[src/hdl/ntsd_pkg.sv]
// Shared constants, codes and cell interface types for the name table block.
package ntsd_pkg;

  localparam int unsigned TableDepthDef = 32;
  localparam int unsigned NameBytesDef  = 30;

  localparam int unsigned StatusW   = 3;
  localparam int unsigned PositionW = 5;
  localparam int unsigned CountW    = 6;
  localparam int unsigned ReqW      = 2;
  localparam int unsigned CharW     = 8;

  localparam logic [ReqW-1:0] REQ_APPEND = 2'd0;
  localparam logic [ReqW-1:0] REQ_LOOKUP = 2'd1;
  localparam logic [ReqW-1:0] REQ_DELETE = 2'd2;

  typedef enum logic [StatusW-1:0] {
    ST_APPENDED  = 3'd0,
    ST_FOUND     = 3'd1,
    ST_NOT_FOUND = 3'd2,
    ST_DELETED   = 3'd3,
    ST_FULL      = 3'd4,
    ST_TOO_LONG  = 3'd5
  } status_e;

  // Operations broadcast from the controller to every cell.
  typedef struct packed {
    logic append;
    logic shift;
  } ntsd_ctrl_t;

  // Search outcome reported by a cell while it holds the probe token.
  typedef struct packed {
    logic hit;
    logic miss;
  } ntsd_stat_t;

endpackage

[src/hdl/ntsd_cell.sv]
// One table slot: holds a stored name, compares it when the probe token arrives.
module ntsd_cell import ntsd_pkg::*; #(
  parameter int unsigned TableDepth = TableDepthDef,
  parameter int unsigned KeyW       = 8 * (NameBytesDef - 1),
  parameter int unsigned Idx        = 0,
  localparam int unsigned CntW = $clog2(TableDepth + 1),
  localparam int unsigned IdxW = $clog2(TableDepth)
) (
  input  logic            clk_i,
  input  logic            rst_ni,
  input  ntsd_ctrl_t      ctrl_i,
  input  logic [CntW-1:0] fill_count_i,
  input  logic [IdxW-1:0] del_pos_i,
  input  logic [KeyW-1:0] key_i,
  input  logic [KeyW-1:0] next_entry_i,
  output logic [KeyW-1:0] entry_o,
  input  logic            token_i,
  output logic            token_o,
  output ntsd_stat_t      stat_o
);

  logic [KeyW-1:0] entry_q;
  logic            token_q;
  logic            occupied;
  logic            match;

  assign occupied = CntW'(Idx) < fill_count_i;
  assign match    = entry_q == key_i;

  always_ff @(posedge clk_i) begin
    if (ctrl_i.append && (fill_count_i == CntW'(Idx))) begin
      entry_q <= key_i;
    end else if (ctrl_i.shift && (del_pos_i <= IdxW'(Idx))) begin
      entry_q <= next_entry_i;
    end
  end

  always_ff @(posedge clk_i or negedge rst_ni) begin
    if (!rst_ni) begin
      token_q <= 1'b0;
    end else begin
      token_q <= token_i;
    end
  end

  assign token_o     = token_q & occupied & ~match;
  assign stat_o.hit  = token_q & occupied & match;
  assign stat_o.miss = token_q & ~occupied;
  assign entry_o     = entry_q;

endmodule

[config.mk]
export PLATFORM = sky130hd
export DESIGN_NAME = ntsd_cell
export DESIGN_NICKNAME = d
export VERILOG_FILES = /design/src/hdl/ntsd_pkg.sv /design/src/hdl/ntsd_cell.sv
export SDC_FILE = /design/constraint.sdc
export NUM_CORES = 1
export LEC_CHECK = 0
export BUFFER_PORTS_ARGS = -buffer_cell sky130_fd_sc_hd__buf_2
export CAP_MARGIN = 5
export CORE_AREA = 5 5 276 278
export DETAILED_ROUTE_END_ITERATION = 10
export DIE_AREA = 0 0 281 283
export SYNTH_ARGS = -nofsm -noshare
export SYNTH_HDL_FRONTEND = slang
export SYNTH_SLANG_ARGS = --single-unit
[constraint.sdc]
create_clock -name clk_i -period 1.8 [get_ports clk_i]
set_clock_uncertainty 0.15 [all_clocks]
set_input_delay 0.18 -clock clk_i [delete_from_list [all_inputs] [get_ports clk_i]]
set_output_delay 0.18 -clock clk_i [all_outputs]
set_load 0.005 [all_outputs]
==> summary.md <==
| Metric | Value |
|---|---|
| Layout cell share with drive strength beyond 1 | `0.566` |
| Die X | `281 um` |
| DRT Pass-1 Iters | `4` |
| Pin count of the biggest net entering global routing | `22` |
| Initial antenna violation count | `10` |
| Final instance area | `27100 sq um` |
| Min cycle time layout | `3.55 ns` |
| Period utilization | `1.97` |
| I/O Buffers | `714` |
| CTS tree | `done` |
| Std-Cell Core Area | `73700 sq um` |
| VDD IR max | `527 uV` |
| Synth async-reset ratio | `0.00429` |
| Routed WL | `66800 um` |
| Vias in the first global route | `15000` |
| Worst Hold Depth | `2` |
| Yosys top cell area share | `0.535` |
| Placement Rows | `100` |
| Die Y | `283 um` |
| Longest Clk Path Bufs | `3` |
| DRT antenna net count | `0` |
| Failing checks | `negative hold slack, negative setup slack` |
| Buf/Inv on CP | `2` |
| Fillcell total | `6827` |
| Largest stage delay, worst path | `0.47 ns` |
| Wire per inst | `20.2 um` |
| Req. time, crit path | `1.47 ns` |
| Ys Warns | `0` |
| Max Clk Rate | `282 MHz` |
| Worst Path Class, Setup | `flop to primary output` |
| Vias | `13300` |
| Die footprint | `79500 sq um` |
| Dpl cell area | `19800 sq um` |
| Hold WS | `-0.214 ns` |
| Syn Nets | `1289` |
| Final HPWL DP | `45100 um` |
| Gpl congestion | `0.931` |
| Area occupied by multi-input gates | `5950 sq um` |
| Reg area | `6990 sq um` |
| Post-Syn Area | `13000 sq um` |
| Drc violations | `0` |
| Post-synth EDFFs | `232` |
| CTS Hold Bufs | `466` |
| Static Leakage | `11.9 nW` |
| Initial DRC count | `405` |
| Inserted Clock Buffers | `28` |
| Via-to-Cell Ratio | `4.01` |
| Status | `finished with violations` |
| GRT Resource Usage Total | `0.146` |
| First-pass GRT wire length | `89900 um` |
| Critical Path AT | `3.22 ns` |
| Post-synthesis cell type count | `21` |
| Most common cell after layout, fill and taps aside | `buf_2` |
| Startpoint Class | `flop` |
| Delay-heaviest family, CP | `simple AND/OR/NAND/NOR gates` |
| Final-stage net count | `2791` |
| Final Hold Fails | `1` |
| Main synth FF type | `edfxtp_1` |
| I/O pins | `715` |
| Slowest cell on the critical path | `nor4_2` |
| Leading area contributor after synthesis | `edfxtp_1` |
| Most frequent cells in the layout | `buf_2 (710), dlygate4sd3_1 (466), edfxtp_1 (232)` |
| Grt total ovfl | `0` |
| # setup viols final | `355` |
| Worst-path cell chain | `xnor2_1 -> nand4_1 -> nor4_2 -> buf_4 -> nand4_1 -> nor4_2 -> and3b_2 -> buf_8` |
| Ranking of synthesized cells by area | `edfxtp_1 (53%), mux2_4 (18%), xnor2_1 (16%)` |
| Crit end category | `primary output` |
| RSZ-0062 raised after global routing | `yes` |
| Slew headroom | `0.459` |
| Clk sink count | `233` |
| Mapped Cells | `809` |
| Htree depth | `1` |
| Post-route setup slack | `-1.75 ns` |
| Clock Tree Root | `clkbuf_16` |
| Initial core utilization | `0.177` |
| Yosys reg bits | `233` |
| Post-synthesis sequential area ratio | `0.537` |
| Type of the worst min-delay path | `input port to flop` |
| Crit path max fanout | `2` |
| Worst slew pin tran | `0.804 ns` |
| Hold EP | `entry_o[61]` |
| Synthesis-to-layout area growth | `108%` |
| Mean Syn Cell Area | `16.1 sq um` |
| Clk slew on worst S/H paths | `0.06 ns` |
| Count of pins over their slew limit | `0` |
| Critical path origin | `entry_o[88]` |
| Max-Cap Viols | `0` |
| Hold wc startpoint | `key_i[61]` |
| Pwr per Cell Area | `545 nW/um^2` |
## registers in the layout (all words and copies together) (netlist names)
| name | count |
|---|---|
| token_q | 1 |
| entry_o | 232 |
## timing repair
item,4_1_cts,5_1_grt
pin swaps,8,2
buffers inserted,15,14
setup endpoints to repair,57,462
hold endpoints to repair,234,1
gates resized for setup,74,93
gates cloned,6,31
## layout make-up
class | count | share of cell area
multi-input cells | 551 | 0.220
clock buffers | 35 | 0.0277
clock inverters | 16 | 0.00560
diodes | 8 | 0.000740
repair buffers | 1497 | 0.443
well taps | 969 | 0.0448
flip-flops and latches | 233 | 0.258
## per-stage QoR
stage               utilization  setup slack [ns]  total power [mW]  instances  setup TNS (ns)
CTS                       0.352             -1.99              14.8       3265          -26.77
global route              0.367             -1.98              15.3       3308          -30.23
floorplan                     -            -0.961              6.99        809         -261.54
detailed placement        0.268             -2.30              8.14       2727         -265.00
finish                    0.367             -1.75              14.8       3309          -21.94
global placement          0.268             -2.46              8.11       2726         -256.10
## how the worst max path moves through the flow
stage | endpoint | slack, ns | cells after the start
4_1_cts | stat_o[1] | -1.99 | 9
2_1_floorplan | entry_o[0] | -0.96 | 6
3_5_place_dp | stat_o[1] | -2.30 | 8
5_1_grt | stat_o[1] | -1.98 | 9
3_3_place_gp | stat_o[1] | -2.46 | 7
6_report | stat_o[1] | -1.75 | 8
## power by group
part	leakage [nW]	switching, mW	internal [mW]
clock	0.451	2.41	3.35
sequential	2.10	0.0699	6.08
combinational	9.32	0.964	1.88
total	11.9	3.44	11.3
## logic make-up after synthesis
kind of cell	after synthesis	share of synthesized area
XOR/XNOR	232	0.156
buffers and inverters	25	0.0181
flip-flops	233	0.537
multiplexers	232	0.247
AND/OR/NAND/NOR	87	0.0428
## metal layers
metal / vias to the layer above / track usage / part of all wire
li1: 6117 / - / -
met1: 6419 / 0.155 / 0.37
met2: 593 / 0.266 / 0.51
met3: 151 / 0.0377 / 0.068
met4: 2 / 0.0727 / 0.055
met5: - / 0 / 0.00022
## cells in the mapped netlist (5+ instances only)
library cell	number
nor4_1	16
buf_1	5
mux2_2	63
buf_6	19
mux2_4	160
nand4_1	61
edfxtp_1	232
xnor2_1	232
mux2_1	9
(Power assumes the default switching activity.)
