## config.mk

```make
export PLATFORM = sky130hd
export DESIGN_NAME = ntsd_key
export DESIGN_NICKNAME = d
export VERILOG_FILES = /design/src/hdl/ntsd_pkg.sv /design/src/hdl/ntsd_key.sv
export SDC_FILE = /design/constraint.sdc
export NUM_CORES = 1
export LEC_CHECK = 0
export ABC_CLOCK_PERIOD_IN_PS = 2200
export BUFFER_PORTS_ARGS = -buffer_cell sky130_fd_sc_hd__buf_4
export CAP_MARGIN = 20
export CORE_MARGIN = 8
export CORE_UTILIZATION = 45
export CTS_BUF_LIST = sky130_fd_sc_hd__clkbuf_8
export DETAILED_ROUTE_END_ITERATION = 8
export PLACE_DENSITY = 0.69
export SETUP_SLACK_MARGIN = 0.1
export SYNTH_ARGS = -nofsm -noshare
export SYNTH_HDL_FRONTEND = slang
export SYNTH_SLANG_ARGS = --single-unit
```

## constraint.sdc

```tcl
create_clock -name clk_i -period 2.2 [get_ports clk_i]
set_input_delay 0.22 -clock clk_i [delete_from_list [all_inputs] [get_ports clk_i]]
set_output_delay 0.22 -clock clk_i [all_outputs]
set_load 0.01 [all_outputs]
```

## src/hdl/ntsd_pkg.sv

```systemverilog
// Shared constants, codes and cell interface types for the name table block.
package ntsd_pkg;

  localparam int unsigned TableDepthDef = 32;
  localparam int unsigned NameBytesDef  = 30;

  localparam int unsigned StatusW   = 3;
  localparam int unsigned PositionW = 5;
  localparam int unsigned CountW    = 6;
  localparam int unsigned ReqW      = 2;
  localparam int unsigned CharW     = 8;

  localparam logic [ReqW-1:0] REQ_APPEND = 2'd0;
  localparam logic [ReqW-1:0] REQ_LOOKUP = 2'd1;
  localparam logic [ReqW-1:0] REQ_DELETE = 2'd2;

  typedef enum logic [StatusW-1:0] {
    ST_APPENDED  = 3'd0,
    ST_FOUND     = 3'd1,
    ST_NOT_FOUND = 3'd2,
    ST_DELETED   = 3'd3,
    ST_FULL      = 3'd4,
    ST_TOO_LONG  = 3'd5
  } status_e;

  // Operations broadcast from the controller to every cell.
  typedef struct packed {
    logic append;
    logic shift;
  } ntsd_ctrl_t;

  // Search outcome reported by a cell while it holds the probe token.
  typedef struct packed {
    logic hit;
    logic miss;
  } ntsd_stat_t;

endpackage

```

## src/hdl/ntsd_key.sv

```systemverilog
// Assembles the incoming name byte by byte and tracks the length limit.
module ntsd_key import ntsd_pkg::*; #(
  parameter int unsigned NameBytes = NameBytesDef,
  localparam int unsigned KeyLen = NameBytes - 1,
  localparam int unsigned KeyW   = 8 * KeyLen
) (
  input  logic             clk_i,
  input  logic             rst_ni,
  input  logic             byte_en_i,
  input  logic [CharW-1:0] name_char_i,
  input  logic             clear_i,
  output logic [KeyW-1:0]  key_o,
  output logic             too_long_o
);

  localparam int unsigned IdxW = $clog2(KeyLen + 1);

  logic [KeyW-1:0]  key_q, key_d;
  logic [IdxW-1:0]  idx_q, idx_d;
  logic             term_q, term_d;
  logic             long_q, long_d;
  logic [CharW-1:0] byte_in;

  // Once a zero byte has been stored the name has ended; later bytes read as zero.
  assign byte_in = term_q ? '0 : name_char_i;

  always_comb begin
    key_d  = key_q;
    idx_d  = idx_q;
    term_d = term_q;
    long_d = long_q;
    if (clear_i) begin
      key_d  = '0;
      idx_d  = '0;
      term_d = 1'b0;
      long_d = 1'b0;
    end else if (byte_en_i) begin
      if (idx_q < IdxW'(KeyLen)) begin
        for (int j = 0; j < KeyLen; j++) begin
          if (idx_q == IdxW'(j)) begin
            key_d[8*j +: 8] = byte_in;
          end
        end
        idx_d  = idx_q + IdxW'(1);
        term_d = term_q | (byte_in == '0);
      end else begin
        long_d = 1'b1;
      end
    end
  end

  always_ff @(posedge clk_i or negedge rst_ni) begin
    if (!rst_ni) begin
      key_q  <= '0;
      idx_q  <= '0;
      term_q <= 1'b0;
      long_q <= 1'b0;
    end else begin
      key_q  <= key_d;
      idx_q  <= idx_d;
      term_q <= term_d;
      long_q <= long_d;
    end
  end

  assign key_o      = key_q;
  assign too_long_o = long_q;

endmodule

```

==> results of run 1 <==
[worst min-delay path: cells and delay by family]
kind,cells,cell delay [ns]
buf+inv,1,0.11
simple gates,1,0.15
mux,1,0.10
[cells by family (layout without fill, tap and decap cells)]
family,count (synthesis),in the layout,synth area share [%]
DFF,239,239,55.76
muxes,232,232,21.65
adders and majority gates,5,5,0.5832
buffers and inverters,68,345,2.694
AOI/OAI and AO/OA,12,12,0.7816
and+or+nand+nor,299,299,18.54
[area by class of cell]
cell class | count | share of cell area, %
Sequential cell | 239 | 43.49
Clock inverter | 19 | 0.7643
Clock buffer | 48 | 4.804
Inverter | 4 | 0.1092
Timing Repair Buffer | 274 | 15.52
Tap cell | 319 | 2.902
Multi-Input combinational cell | 548 | 32.41
[flip-flops by register name (all words and copies together) (netlist names)]
| signal | cells |
|---|---|
| idx_q | 5 |
| term_q | 1 |
| key_o | 232 |
| too_long_o | 1 |
[power groups by stage]
stage / clock [W] / sequential [W] / combinational [W]
after floorplan: 0 / 0.00453 / 0.000253
after global placement: 0 / 0.00452 / 0.000530
after detailed placement: 0 / 0.00452 / 0.000529
after CTS: 0.00394 / 0.00445 / 0.000535
after global routing: 0.00414 / 0.00445 / 0.000569
final: 0.00382 / 0.00445 / 0.000525
[cell usage after synthesis]
library cell / count / area (sq um)
sky130_fd_sc_hd__dfrtp_1: 239 / 5981
sky130_fd_sc_hd__nand2b_1: 238 / 1489
sky130_fd_sc_hd__mux2i_1: 232 / 2322
sky130_fd_sc_hd__clkbuf_1: 40 / 150.1
sky130_fd_sc_hd__buf_2: 18 / 90.09
sky130_fd_sc_hd__nand2_1: 11 / 41.29
sky130_fd_sc_hd__nor2_4: 10 / 112.6
sky130_fd_sc_hd__nor2_2: 7 / 43.79
sky130_fd_sc_hd__nand3_2: 6 / 60.06
sky130_fd_sc_hd__ha_1: 5 / 62.56
sky130_fd_sc_hd__nor2_1: 5 / 18.77
sky130_fd_sc_hd__inv_1: 4 / 15.01
sky130_fd_sc_hd__nor3_4: 4 / 65.06
sky130_fd_sc_hd__or3_1: 4 / 25.02
sky130_fd_sc_hd__buf_1: 3 / 11.26
sky130_fd_sc_hd__buf_4: 3 / 22.52
sky130_fd_sc_hd__nand3b_4: 3 / 60.06
sky130_fd_sc_hd__a21oi_1: 2 / 10.01
sky130_fd_sc_hd__a31oi_1: 2 / 12.51
sky130_fd_sc_hd__and3_1: 2 / 12.51
sky130_fd_sc_hd__nand3_1: 2 / 10.01
sky130_fd_sc_hd__nor4_1: 2 / 12.51
sky130_fd_sc_hd__o21ai_0: 2 / 10.01
sky130_fd_sc_hd__a311oi_1: 1 / 8.760
sky130_fd_sc_hd__a41oi_1: 1 / 8.760
sky130_fd_sc_hd__and2_1: 1 / 6.260
sky130_fd_sc_hd__and4_1: 1 / 8.760
sky130_fd_sc_hd__nand3b_1: 1 / 7.510
sky130_fd_sc_hd__nand4b_1: 1 / 8.760
sky130_fd_sc_hd__nor2b_1: 1 / 6.260
sky130_fd_sc_hd__o2111ai_1: 1 / 8.760
sky130_fd_sc_hd__o211a_1: 1 / 10.01
sky130_fd_sc_hd__o21a_1: 1 / 7.510
sky130_fd_sc_hd__o31ai_1: 1 / 7.510
[how the worst max path moves through the flow]
stage	startpoint	endpoint	slack, ns	depth (start not counted)
2_1_floorplan	idx_q[1]	key_o[73]	0.52	6
5_1_grt	idx_q[0]	key_o[64]	0.18	5
6_report	idx_q[0]	key_o[83]	0.30	5
3_5_place_dp	idx_q[0]	key_o[85]	0.30	5
3_3_place_gp	idx_q[0]	key_o[84]	0.33	5
4_1_cts	idx_q[0]	key_o[85]	0.27	5
[cell usage in the layout (no fill, tap or decap), drive strengths merged, types with 2 or more instances in the layout]
cell and n:
a21oi 2, a31oi 2, and3 2, buf 271
clkbuf 48, clkinv 3, dfrtp 239, dlygate4sd3 3
ha 5, inv 18, mux2i 232, nand2 11
nand2b 238, nand3 8, nand3b 4, nor2 22
nor3 4, nor4 2, o21ai 2, or3 4
[layer usage]
layer,global-route usage (%),vias up,part of all wire [%]
li1,-,3345,-
met1,26.80,3658,44
met2,33.17,216,46
met3,6.812,54,7.6
met4,6.102,0,2.3
met5,0,-,0
[per-stage QoR]
step	cells	power (W)
final	1451	0.008796
after global routing	1451	0.009156
after global placement	1381	0.005052
after CTS	1451	0.008925
after detailed placement	1381	0.005053
after floorplan	855	0.004783
==> impl_metrics.prom, run 1 <==
# TYPE chip_impl_metric gauge
chip_impl_metric{name="multiInputGateArea",unit="sq um"} 4457
chip_impl_metric{name="routed_wirelength",unit="um"} 30400
chip_impl_metric{name="hpwlAfterDp",unit="um"} 19620
chip_impl_metric{name="synth.net_count",unit=""} 872
chip_impl_metric{name="regArea",unit="sq um"} 5981
chip_impl_metric{name="drt_first_iter_violations",unit=""} 463
chip_impl_info{name="worstSetupPathType",value="reg2reg"} 1
chip_impl_metric{name="pwr-share-seq",unit="%"} 50.6
chip_impl_metric{name="final_sum_of_negative_setup_slack",unit="ns"} 0
chip_impl_metric{name="reg2regPathDepth",unit=""} 5
chip_impl_metric{name="cts_hold_buffers",unit=""} 3
chip_impl_metric{name="vdd.ir_drop.worst",unit="uV"} 346.4
chip_impl_metric{name="cts_buf_count",unit=""} 42
chip_impl_metric{name="synth.yosys.seq_area_share",unit="%"} 55.76
chip_impl_metric{name="post_route_cells_drive_above_1_share",unit="%"} 31.27
chip_impl_metric{name="placement.cell_area",unit="sq um"} 12960
chip_impl_metric{name="post-route-worst-setup-slack",unit="ns"} 0.2983
chip_impl_metric{name="global_route.usage.total",unit="%"} 20.85
chip_impl_metric{name="worst_endpoint_data_arrival_time",unit="ns"} 2.27
chip_impl_metric{name="num-nets-final",unit=""} 1126
chip_impl_info{name="status",value="complete, no violations"} 1
chip_impl_metric{name="switching_share",unit="%"} 23.90
chip_impl_metric{name="clock_latency",unit="ns"} 0.53
chip_impl_metric{name="grt_remaining_overflow",unit=""} 0
chip_impl_metric{name="post_cts.repair.setup_buffers",unit=""} 0
chip_impl_metric{name="achievable-frequency",unit="GHz"} 0.5258
chip_impl_metric{name="diodes",unit=""} 0
chip_impl_metric{name="first_global_vias",unit=""} 7879
chip_impl_metric{name="critical_path_peak_fanout",unit=""} 8
chip_impl_info{name="critical_path.reg2reg.endpoint",value="key_o[83]"} 1
chip_impl_info{name="startpoint_type",value="flip-flop"} 1
chip_impl_metric{name="grt_max_degree",unit=""} 242
chip_impl_metric{name="fin_crit",unit="ns"} 1.902
chip_impl_info{name="cp_max_stage_cell",value="sky130_fd_sc_hd__or3_1"} 1
chip_impl_info{name="path_delay_family",value="simple AND/OR/NAND/NOR gates"} 1
chip_impl_metric{name="switchingPower",unit="W"} 0.002103
chip_impl_metric{name="drt.antenna.violating_nets",unit=""} 0
chip_impl_metric{name="finalHoldViolations",unit=""} 0
chip_impl_info{name="endpoint_kind",value="flip-flop"} 1
chip_impl_info{name="worstHoldStart",value="name_char_i[2]"} 1
chip_impl_metric{name="place_worst_setup_slack",unit="ns"} 0.3006
chip_impl_metric{name="worst_slew_pin_tran",unit="ns"} 0.9907
chip_impl_metric{name="synthCells",unit=""} 855
chip_impl_info{name="critical_path.reg2reg.startpoint",value="idx_q[0]"} 1
chip_impl_metric{name="critical_path.n_buffers_inverters",unit=""} 1
chip_impl_metric{name="filler_cell_count",unit=""} 2010
chip_impl_metric{name="cp_data_required_time",unit="ns"} 2.57
chip_impl_metric{name="finalWeightedCongestion",unit=""} 0.7962
chip_impl_metric{name="postLayoutCellArea",unit="sq um"} 13750
chip_impl_metric{name="max_cap_violations",unit=""} 0
chip_impl_metric{name="global_route_wire_length_before_repair",unit="um"} 47220
chip_impl_info{name="path_cells",value="inv_1 -> ha_1 -> nand3_2 -> or3_1 -> mux2i_1"} 1
chip_impl_metric{name="route.detailed.wl_per_inst",unit="um"} 20.95
chip_impl_metric{name="area_growth",unit="%"} 28.20
chip_impl_metric{name="min_period_over_period",unit="%"} 86.44
chip_impl_metric{name="power_report.internal_total",unit="W"} 0.006693
chip_impl_metric{name="comb_power_share",unit="%"} 6.0
chip_impl_metric{name="min_path_cells",unit=""} 3
chip_impl_metric{name="post_synth_num_cell_types",unit=""} 34
chip_impl_metric{name="floorplan.rows",unit=""} 56
chip_impl_metric{name="finalMaxSlewViolations",unit=""} 0
chip_impl_metric{name="io_pins",unit=""} 245
chip_impl_info{name="class_of_the_most_critical_hold_timing_path",value="in2reg"} 1
chip_impl_metric{name="fin_worst_hold_slack",unit="ns"} 0.09577
chip_impl_metric{name="num_vias",unit=""} 7273
chip_impl_metric{name="cts_repair_resize_count",unit=""} 0
chip_impl_metric{name="setup.reg_to_reg.worst_slack",unit="ns"} 0.30
chip_impl_metric{name="power.density_cell_area",unit="nW/um^2"} 639.6
chip_impl_metric{name="finish.utilization",unit="%"} 58.59
chip_impl_metric{name="skew",unit="ns"} 0.01993
chip_impl_metric{name="cpPeakStageDelay",unit="ns"} 0.57
chip_impl_metric{name="synth_area_per_cell",unit="sq um"} 12.55
chip_impl_metric{name="core-area",unit="sq um"} 23470
chip_impl_info{name="clk_root_buffer_cell",value="sky130_fd_sc_hd__clkbuf_8"} 1
chip_impl_metric{name="final-setup-viol-count",unit=""} 0
chip_impl_info{name="rsz0062_at_grt",value="false"} 1
chip_impl_metric{name="first_pass_drt_iterations",unit=""} 4
chip_impl_metric{name="clockPowerShare",unit="%"} 43.5
chip_impl_metric{name="drc",unit=""} 0
chip_impl_metric{name="quantity_of_i_o_buffers_inserted_on_ports",unit=""} 244
chip_impl_metric{name="cts.sink_count",unit=""} 239
chip_impl_metric{name="netlist_area",unit="sq um"} 10730
chip_impl_info{name="clock_tree_from_tritoncts",value="yes"} 1
chip_impl_metric{name="clkTransAtPathRegs",unit="ns"} 0.06
chip_impl_metric{name="seq_cells_post_synth",unit=""} 239
chip_impl_metric{name="dieHeight",unit="um"} 170.4
chip_impl_metric{name="avgViaCountPerCell",unit=""} 5.012
chip_impl_metric{name="dieArea",unit="sq um"} 29030
chip_impl_metric{name="synth.yosys.warnings",unit=""} 0
chip_impl_metric{name="floorplan.initialDensity",unit="%"} 45.70
chip_impl_metric{name="htree_levels",unit=""} 2
chip_impl_metric{name="static-leakage-power",unit="nW"} 6.677
chip_impl_metric{name="clk_path_buf_depth",unit=""} 3
chip_impl_metric{name="antenna_found_initial",unit=""} 0
chip_impl_metric{name="dieWidth",unit="um"} 170.4
chip_impl_info{name="timing.hold.worst_endpoint",value="key_o[98]"} 1
chip_impl_metric{name="worst_slew_margin_rel",unit="%"} 33.95
Power figures use the tool's default switching activity.
==> inputs of run 2 (changes only) <==
- ABC_CLOCK_PERIOD_IN_PS: 2200 -> 2300
- clock period: 2.2 -> 2.3 ns (I/O delays scaled with it)
==> impl_metrics.prom, run 2 (same netlist as run 1, synthesis figures left out) <==
# TYPE chip_impl_metric gauge
chip_impl_metric{name="met2_wirelength",unit="um"} 14100
chip_impl_metric{name="dieHeight",unit="um"} 170.4
chip_impl_metric{name="worst_endpoint_data_arrival_time",unit="ns"} 2.41
chip_impl_metric{name="floorplan.initialDensity",unit="%"} 45.70
chip_impl_metric{name="clock_latency",unit="ns"} 0.53
chip_impl_info{name="layout_commonest_cell",value="sky130_fd_sc_hd__buf_4"} 1
chip_impl_info{name="top_layer_used",value="met4"} 1
chip_impl_metric{name="diodes",unit=""} 0
chip_impl_metric{name="grt_remaining_overflow",unit=""} 0
chip_impl_metric{name="routed_wirelength",unit="um"} 30230
chip_impl_metric{name="finalMaxSlewViolations",unit=""} 0
chip_impl_metric{name="critical_path_peak_fanout",unit=""} 8
chip_impl_metric{name="clockPowerShare",unit="%"} 45.1
chip_impl_metric{name="min_period_over_period",unit="%"} 86.12
chip_impl_metric{name="final_sum_of_negative_setup_slack",unit="ns"} 0
chip_impl_metric{name="global_route_wire_length_before_repair",unit="um"} 46970
chip_impl_metric{name="hpwlAfterDp",unit="um"} 19490
chip_impl_metric{name="core-area",unit="sq um"} 23470
chip_impl_info{name="status",value="complete, no violations"} 1
chip_impl_metric{name="wl_met1",unit="um"} 13210
chip_impl_metric{name="power_report.internal_total",unit="W"} 0.006588
chip_impl_metric{name="worst_slew_pin_tran",unit="ns"} 0.7720
chip_impl_metric{name="static-leakage-power",unit="nW"} 6.698
chip_impl_metric{name="wl_met3",unit="um"} 2500
chip_impl_info{name="rsz0062_at_grt",value="false"} 1
chip_impl_info{name="endpoint_kind",value="flip-flop"} 1
chip_impl_metric{name="htree_levels",unit=""} 2
chip_impl_info{name="most-common-layout-cells",value="sky130_fd_sc_hd__buf_4, sky130_fd_sc_hd__dfrtp_1, sky130_fd_sc_hd__nand2b_1"} 1
chip_impl_metric{name="post_route_cells_drive_above_1_share",unit="%"} 31.63
chip_impl_info{name="worstSetupPathType",value="reg2reg"} 1
chip_impl_metric{name="first_pass_drt_iterations",unit=""} 4
chip_impl_metric{name="antenna_found_initial",unit=""} 0
chip_impl_metric{name="area_growth",unit="%"} 28.53
chip_impl_metric{name="io_pins",unit=""} 245
chip_impl_metric{name="drt_first_iter_violations",unit=""} 566
chip_impl_metric{name="num-nets-final",unit=""} 1122
chip_impl_metric{name="dieWidth",unit="um"} 170.4
chip_impl_info{name="clock_tree_from_tritoncts",value="yes"} 1
chip_impl_metric{name="achievable-frequency",unit="GHz"} 0.5049
chip_impl_metric{name="clkTransAtPathRegs",unit="ns"} 0.06
chip_impl_info{name="clk_root_buffer_cell",value="sky130_fd_sc_hd__clkbuf_8"} 1
chip_impl_metric{name="finalHoldViolations",unit=""} 0
chip_impl_metric{name="skew",unit="ns"} 0.01358
chip_impl_info{name="startpoint_type",value="flip-flop"} 1
chip_impl_metric{name="max_ffs_per_register",unit=""} 232
chip_impl_metric{name="cts_buf_count",unit=""} 42
chip_impl_metric{name="max_cap_violations",unit=""} 0
chip_impl_metric{name="fin_crit",unit="ns"} 1.981
chip_impl_metric{name="cts_repair_resize_count",unit=""} 0
chip_impl_metric{name="first_global_vias",unit=""} 7886
chip_impl_metric{name="switching_share",unit="%"} 23.74
chip_impl_metric{name="finalWeightedCongestion",unit=""} 0.8054
chip_impl_metric{name="switchingPower",unit="W"} 0.002051
chip_impl_metric{name="comb_power_share",unit="%"} 5.7
chip_impl_metric{name="clk_path_buf_depth",unit=""} 3
chip_impl_metric{name="pwr-share-seq",unit="%"} 49.2
chip_impl_metric{name="total_power",unit="W"} 0.008639
chip_impl_metric{name="grt_max_degree",unit=""} 242
chip_impl_metric{name="quantity_of_i_o_buffers_inserted_on_ports",unit=""} 244
chip_impl_metric{name="global_route.usage.total",unit="%"} 20.69
chip_impl_metric{name="cp_data_required_time",unit="ns"} 2.73
chip_impl_metric{name="worst_slew_margin_rel",unit="%"} 48.53
chip_impl_info{name="class_of_the_most_critical_hold_timing_path",value="in2reg"} 1
chip_impl_metric{name="drc",unit=""} 0
chip_impl_metric{name="num_vias",unit=""} 7200
chip_impl_metric{name="cts.sink_count",unit=""} 239
chip_impl_metric{name="route.detailed.wl_per_inst",unit="um"} 20.79
chip_impl_metric{name="avgViaCountPerCell",unit=""} 4.952
chip_impl_metric{name="vdd.ir_drop.worst",unit="uV"} 507.4
chip_impl_metric{name="floorplan.rows",unit=""} 56
chip_impl_metric{name="drt.antenna.violating_nets",unit=""} 0
chip_impl_metric{name="dieArea",unit="sq um"} 29030
chip_impl_metric{name="power.density_cell_area",unit="nW/um^2"} 626.6
chip_impl_metric{name="final-setup-viol-count",unit=""} 0
run 2: layer usage:
layer	global-route usage (%)	vias up
met2	33.00	199
met4	4.882	0
met1	27.05	3620
met3	6.650	37
met5	0	-
li1	-	3344
run 2: power by group through the flow:
stage | combinational [W] | clock [W] | sequential [W]
CTS | 0.000504 | 0.00400 | 0.00425
global route | 0.000537 | 0.00421 | 0.00425
finish | 0.000493 | 0.00389 | 0.00425
global placement | 0.000500 | 0 | 0.00433
floorplan | 0.000242 | 0 | 0.00433
detailed placement | 0.000501 | 0 | 0.00433
run 2: final timing paths:
check / to / depth (start not counted) / from / slack [ns]
setup / recovery: key_o[124] / 5 / idx_q[0] / 0.32
hold / removal: idx_q[4] / 3 / byte_en_i / 0.13
setup reg to reg: key_o[124] / 5 / idx_q[0] / 0.32
hold reg to reg: too_long_o / 2 / too_long_o / 0.50
max in group asynchronous: key_o[213] / 3 / rst_ni / 1.30
min in group asynchronous: key_o[113] / 2 / rst_ni / 0.26
run 2: critical path, cell delays in order, from the launching register on:
cell and delay, ns:
sky130_fd_sc_hd__dfrtp_1 0.47, sky130_fd_sc_hd__ha_1 0.37, sky130_fd_sc_hd__and3_1 0.20, sky130_fd_sc_hd__ha_1 0.13, sky130_fd_sc_hd__and3_1 0.46, sky130_fd_sc_hd__mux2i_1 0.26
run 2: layout make-up:
cell class / instances / area, sq um
clock buffers: 53 / 729.5
clock inverters: 21 / 118.9
fillers: 1981 / 9686
inverters: 4 / 15.01
multi-input cells: 548 / 4457
flip-flops and latches: 239 / 5981
well taps: 319 / 399.1
repair buffers: 270 / 2087
run 2: what timing repair did:
| item | in CTS | in global routing |
|---|---|---|
| setup buffers | 0 | 0 |
| hold buffers | 1 | 0 |
| endpoints found under the setup margin | 0 | 0 |
| endpoints found under the hold margin | 61 | 0 |
run 2: through the flow:
step	instance area, sq um	worst slack, ns	cells	util, %	hold WS [ns]
after floorplan	10730	0.6163	855	-	-0.06559
after global placement	12930	0.4015	1379	55.08	0.2417
after CTS	13790	0.2936	1454	58.74	0.1082
final	13790	0.3193	1454	58.74	0.1347
after global routing	13790	0.1678	1454	58.74	0.1289
after detailed placement	12930	0.3124	1379	55.08	0.2411
